[src/rtl/s2lab_pkg.sv]
`default_nettype none
package s2lab_pkg;

    localparam int QB            = 20;
    localparam int LIN_W         = QB + 1;
    localparam int SUM_W         = 44;
    localparam int UNIT_LAT      = LIN_W + 1;
    localparam int DIV_LAT       = 4;
    localparam int FRAC_BITS_DEF = 4;
    localparam int COEF_W        = 24;

    localparam logic [COEF_W-1:0] M_XR = 24'd4124564;
    localparam logic [COEF_W-1:0] M_XG = 24'd3575761;
    localparam logic [COEF_W-1:0] M_XB = 24'd1804375;
    localparam logic [COEF_W-1:0] M_YR = 24'd2126729;
    localparam logic [COEF_W-1:0] M_YG = 24'd7151522;
    localparam logic [COEF_W-1:0] M_YB = 24'd721750;
    localparam logic [COEF_W-1:0] M_ZR = 24'd193339;
    localparam logic [COEF_W-1:0] M_ZG = 24'd1191920;
    localparam logic [COEF_W-1:0] M_ZB = 24'd9503041;

    localparam longint unsigned DIV_X = 64'd9504700;
    localparam longint unsigned DIV_Y = 64'd10000000;
    localparam longint unsigned DIV_Z = 64'd10888300;
    localparam logic [SUM_W-1:0] RND_X = 44'd4752350;
    localparam logic [SUM_W-1:0] RND_Y = 44'd5000000;
    localparam logic [SUM_W-1:0] RND_Z = 44'd5444150;

    typedef enum logic {
        REG_DECODE   = 1'b0,
        REG_CHANNELS = 1'b1
    } t_reg_idx;

    function automatic longint unsigned lin_value(int v, bit srgb);
        longint unsigned vv, t, u, y, c, p;
        int b;
        vv = longint'(v);
        if (!srgb) begin
            return (vv * 64'd1048576 + 64'd127) / 64'd255;
        end
        if (vv <= 64'd10) begin
            return (vv * 64'd10 * 64'd1048576 + 64'd16473) / 64'd32946;
        end
        t = ((vv * 64'd1000 + 64'd14025) * 64'd1048576 + 64'd134512) / 64'd269025;
        u = (t * t + 64'd524288) >> QB;
        y = 64'd0;
        for (b = QB; b >= 0; b--) begin
            c = y | (64'd1 << b);
            p = (c * c) >> QB;
            p = (p * c) >> QB;
            p = (p * c) >> QB;
            p = (p * c) >> QB;
            if (p <= u) begin
                y = c;
            end
        end
        return (u * y + 64'd524288) >> QB;
    endfunction

    function automatic logic [256*LIN_W-1:0] lin_table(bit srgb);
        logic [256*LIN_W-1:0] tab;
        int i;
        tab = '0;
        for (i = 0; i < 256; i++) begin
            tab[i*LIN_W +: LIN_W] = LIN_W'(lin_value(i, srgb));
        end
        return tab;
    endfunction

    localparam logic [256*LIN_W-1:0] LIN_SRGB = lin_table(1'b1);
    localparam logic [256*LIN_W-1:0] LIN_RAW  = lin_table(1'b0);

endpackage
`default_nettype wire

[src/rtl/s2lab_cdiv.sv]
`default_nettype none
module s2lab_cdiv
    import s2lab_pkg::*;
#(
    parameter int              NUM_W   = 44,
    parameter int              Q_W     = 21,
    parameter longint unsigned DIVISOR = 64'd1
) (
    input  wire logic             i_clk,
    input  wire logic             i_en,
    input  wire logic [NUM_W-1:0] i_num,
    output logic      [Q_W-1:0]   o_quo
);
    // reciprocal estimate from the top numerator bits is low by at most one,
    // a remainder check adds the missing unit
    localparam int DROP = (NUM_W > 32) ? NUM_W - 32 : 0;
    localparam int TW   = NUM_W - DROP;
    localparam int RS   = 31 + $clog2(DIVISOR);
    localparam int DW   = $clog2(DIVISOR + 64'd1);
    localparam int PW   = Q_W + DW;
    localparam logic [31:0]      RECIP = 32'((64'd1 << RS) / DIVISOR);
    localparam logic [NUM_W-1:0] DIV_N = NUM_W'(DIVISOR);

    logic [TW-1:0]    r_top;
    logic [NUM_W-1:0] r_n0, r_n1, r_n2, r_qd, w_rem;
    logic [Q_W-1:0]   r_q1, r_q2, r_q3;
    logic [63:0]      w_prod;

    assign w_prod = 64'(r_top) * 64'(RECIP);
    assign w_rem  = r_n2 - r_qd;

    always_ff @(posedge i_clk) begin
        if (i_en) begin
            r_top <= i_num[NUM_W-1 -: TW];
            r_n0  <= i_num;
            r_q1  <= Q_W'(w_prod >> (RS - DROP));
            r_n1  <= r_n0;
            r_q2  <= r_q1;
            r_qd  <= NUM_W'(PW'(r_q1) * PW'(DIV_N));
            r_n2  <= r_n1;
            r_q3  <= r_q2 + Q_W'(w_rem >= DIV_N);
        end
    end

    assign o_quo = r_q3;
endmodule
`default_nettype wire

[config.mk]
export PLATFORM = sky130hd
export DESIGN_NAME = s2lab_cdiv
export DESIGN_NICKNAME = d
export VERILOG_FILES = /design/src/rtl/s2lab_pkg.sv /design/src/rtl/s2lab_cdiv.sv
export SDC_FILE = /design/constraint.sdc
export NUM_CORES = 1
export LEC_CHECK = 0
export BUFFER_PORTS_ARGS = -buffer_cell sky130_fd_sc_hd__buf_2
export CORE_MARGIN = 5
export CORE_UTILIZATION = 40
export DETAILED_ROUTE_END_ITERATION = 6
export PLACE_DENSITY_LB_ADDON = 0.25
export SKIP_CTS_REPAIR_TIMING = 1
export SLEW_MARGIN = 20
export SYNTH_ARGS = -nofsm -noshare
export SYNTH_HDL_FRONTEND = slang
export SYNTH_SLANG_ARGS = --single-unit
[constraint.sdc]
create_clock -name i_clk -period 4.1 [get_ports i_clk]
set_input_delay 1.025 -clock i_clk [delete_from_list [all_inputs] [get_ports i_clk]]
set_output_delay 1.025 -clock i_clk [all_outputs]
set_load 0.05 [all_outputs]
==> impl_metrics.yaml <==
placed_design:
  dp.cells: 362
  routabilityCongestion: 0.749
  io_buffers: 55
  hpwlAfterDp_um: 2890
final_layout:
  nFillCells: 873
  final_cells: 393
  drive_above_1_share_pct: 32.8
  final_common_cell: "edfxtp_1"
  final_cell_mix: "142 x edfxtp_1, 54 x buf_2, 16 x clkbuf_16"
  layout.nets: 287
  area_growth_syn_to_layout_pct: 22.5
  antennaDiodeCount: 0
sta:
  relSlewSlack_pct: 49.0
  clock_skew_ps: 5.65
  finalHoldViolCount: 0
  tns_ps: 0
  finalSetupViolations: 0
  min_period_ps: 2120
  slew_viol_final: 0
  fin_crit_sh_pct: 51.7
  rsz0062_at_grt: "false"
  fmax_mhz: 472
  worst_slew_pin_slew_ps: 765
route:
  num_vias: 1626
  first_pass_iters: 4
  remaining_drc_errors: 0
  wire_per_inst_um: 12.5
  ant_nets: 0
  routed_wl_um: 4910
  viasPerCell: 4.14
  drtIter0Drc: 97
grt:
  antenna_found_initial: 0
  overflow: 0
  grt_pass1_vias: 1629
  grt_start_max_net_pins: 89
  grt_usage_pct: 8.19
  grt_pass1_wl_um: 7710
die:
  die_w_um: 115
  core-area_um2: 10800
  die_y_um: 115
  rows: 38
  initial_core_util_pct: 40.9
  io_pins: 67
  die_area_um2: 13300
job:
  maxCapViolations: 0
yosys:
  synth.avg_cell_area_um2: 26.5
  synth_cell_types: 10
  yosysWarnings: 0
  ys_seq_elements: 142
  synth_cells: 167
  ys_seq_area_share_pct: 96.2
  syn_area_um2: 4430
hold_path:
  hold_class: "flop to flop"
  worstHoldPathCells: 0
power_and_ir_drop:
  cellLeakagePower_uw: 0.00191
  power_frac_comb_pct: 3.0
  seqPwrFrac_pct: 53.3
  net-switching-power_uw: 613
  swShare_pct: 18.8
  intPower_uw: 2650
  p_clk_share_pct: 43.7
  power_density_nw_per_um2: 600
  peakVddDrop_uv: 297
  total_power_uw: 3260
cts:
  cts.clk_slew.worst_paths_ps: 60
  clock-root-buffer: "clkbuf_8"
  cts_buffers: 17
  clkLatencyLatePin_ps: 500
  htreeDepth: 4
  cts_tree: "done"
  clock_path_buffers: 2
  clkSinkCount: 142
critical_path:
  start_kind: "flop"
  arrival_ps: 1100
  r2r_cells: 3
  crit_slowest_cell: "edfxtp_1"
  cp.depth: 1
  worstSetupEndpointType: "output pin"
  cp_num_buf_inv: 1
  critPathTopFamily: "flip-flops"
  r2r_start: "r_n2[34]"
  worstPathCellList: "buf_2"
  endpoint: "o_quo[14]"
  rrSetupSlack_ps: 2560
  crit_start: "o_quo[14]"
  crit_required_ps: 3070
  critPathKind: "flop to output pin"
  cpPeakStageDelay_ps: 330
  r2r_end: "o_quo[0]"
  critPathMaxFanout: 1
outcome:
  status: "finished clean"
==> per-layer routing <==
metal  vias to the layer above  share of wire, %  GRT usage (%)
met2                        44                54           13.2
met1                       762                38           8.28
met5                         -                 0              0
met3                        13               5.2           3.11
li1                        807                 -              -
met4                         0               3.0           7.12
==> cell families after synthesis <==
| family | share of synthesized area, % |
|---|---|
| buffers and inverters | 1.86 |
| AND/OR/NAND/NOR | 1.86 |
| flip-flops | 96.2 |
| other | 0.0846 |
==> metrics by stage <==
| stage | util, % | worst slack (ps) | hold WS [ps] | instance area [µm²] |
|---|---|---|---|---|
| after global routing | 50.1 | 1900 | 421 | 5430 |
| after CTS | 50.1 | 1930 | 414 | 5430 |
| after detailed placement | 44.9 | 1760 | 405 | 4860 |
| final | 50.1 | 1980 | 412 | 5430 |
| after floorplan | - | 2470 | 400 | 4470 |
| after global placement | 44.9 | 1790 | 401 | 4860 |
==> area by class of cell <==
cell class                 instances  area [µm²]  area share (%)
timing repair buffer              56         302            5.55
multi-input combinational         24         124            2.28
sequential                       142        4260            78.5
clock buffer                      17         414            7.63
tap                              140         175            3.23
clock inverter                    14         151            2.79
==> power by group through the flow <==
stage / combinational, µW / sequential [µW] / clock [µW]
after detailed placement: 97.7 / 1770 / 0
after global placement: 96.4 / 1760 / 0
final: 96.3 / 1740 / 1430
after floorplan: 31.9 / 1780 / 0
after CTS: 97.8 / 1740 / 1460
after global routing: 104 / 1750 / 1530
==> Yosys cell counts <==
cell,count,area share (%)
buf_4,11,1.9
conb_1,1,0.085
edfxtp_1,142,96
nand2_1,1,0.085
nand3_1,1,0.11
nand4_1,1,0.14
nor3_1,1,0.11
nor4_1,7,0.99
nor4_2,1,0.28
or3_1,1,0.14
==> state kept, by name (all words and copies together), names as in the netlist <==
| name | flops |
|---|---|
| r_n1 | 44 |
| r_n0 | 36 |
| r_top | 8 |
| o_quo | 10 |
| r_n2 | 44 |
==> worst min-delay path by stage <==
| stage | startpoint | endpoint | slack [ps] |
|---|---|---|---|
| 2_1_floorplan | r_n2[12] | o_quo[12] | 400 |
| 4_1_cts | r_n2[14] | o_quo[14] | 410 |
| 6_report | r_n2[14] | o_quo[14] | 410 |
| 3_3_place_gp | r_top[1] | r_n1[13] | 400 |
| 3_5_place_dp | r_n2[14] | o_quo[14] | 400 |
| 5_1_grt | r_n1[39] | r_n2[39] | 420 |
Note: power is estimated with default switching activity, not from simulation.
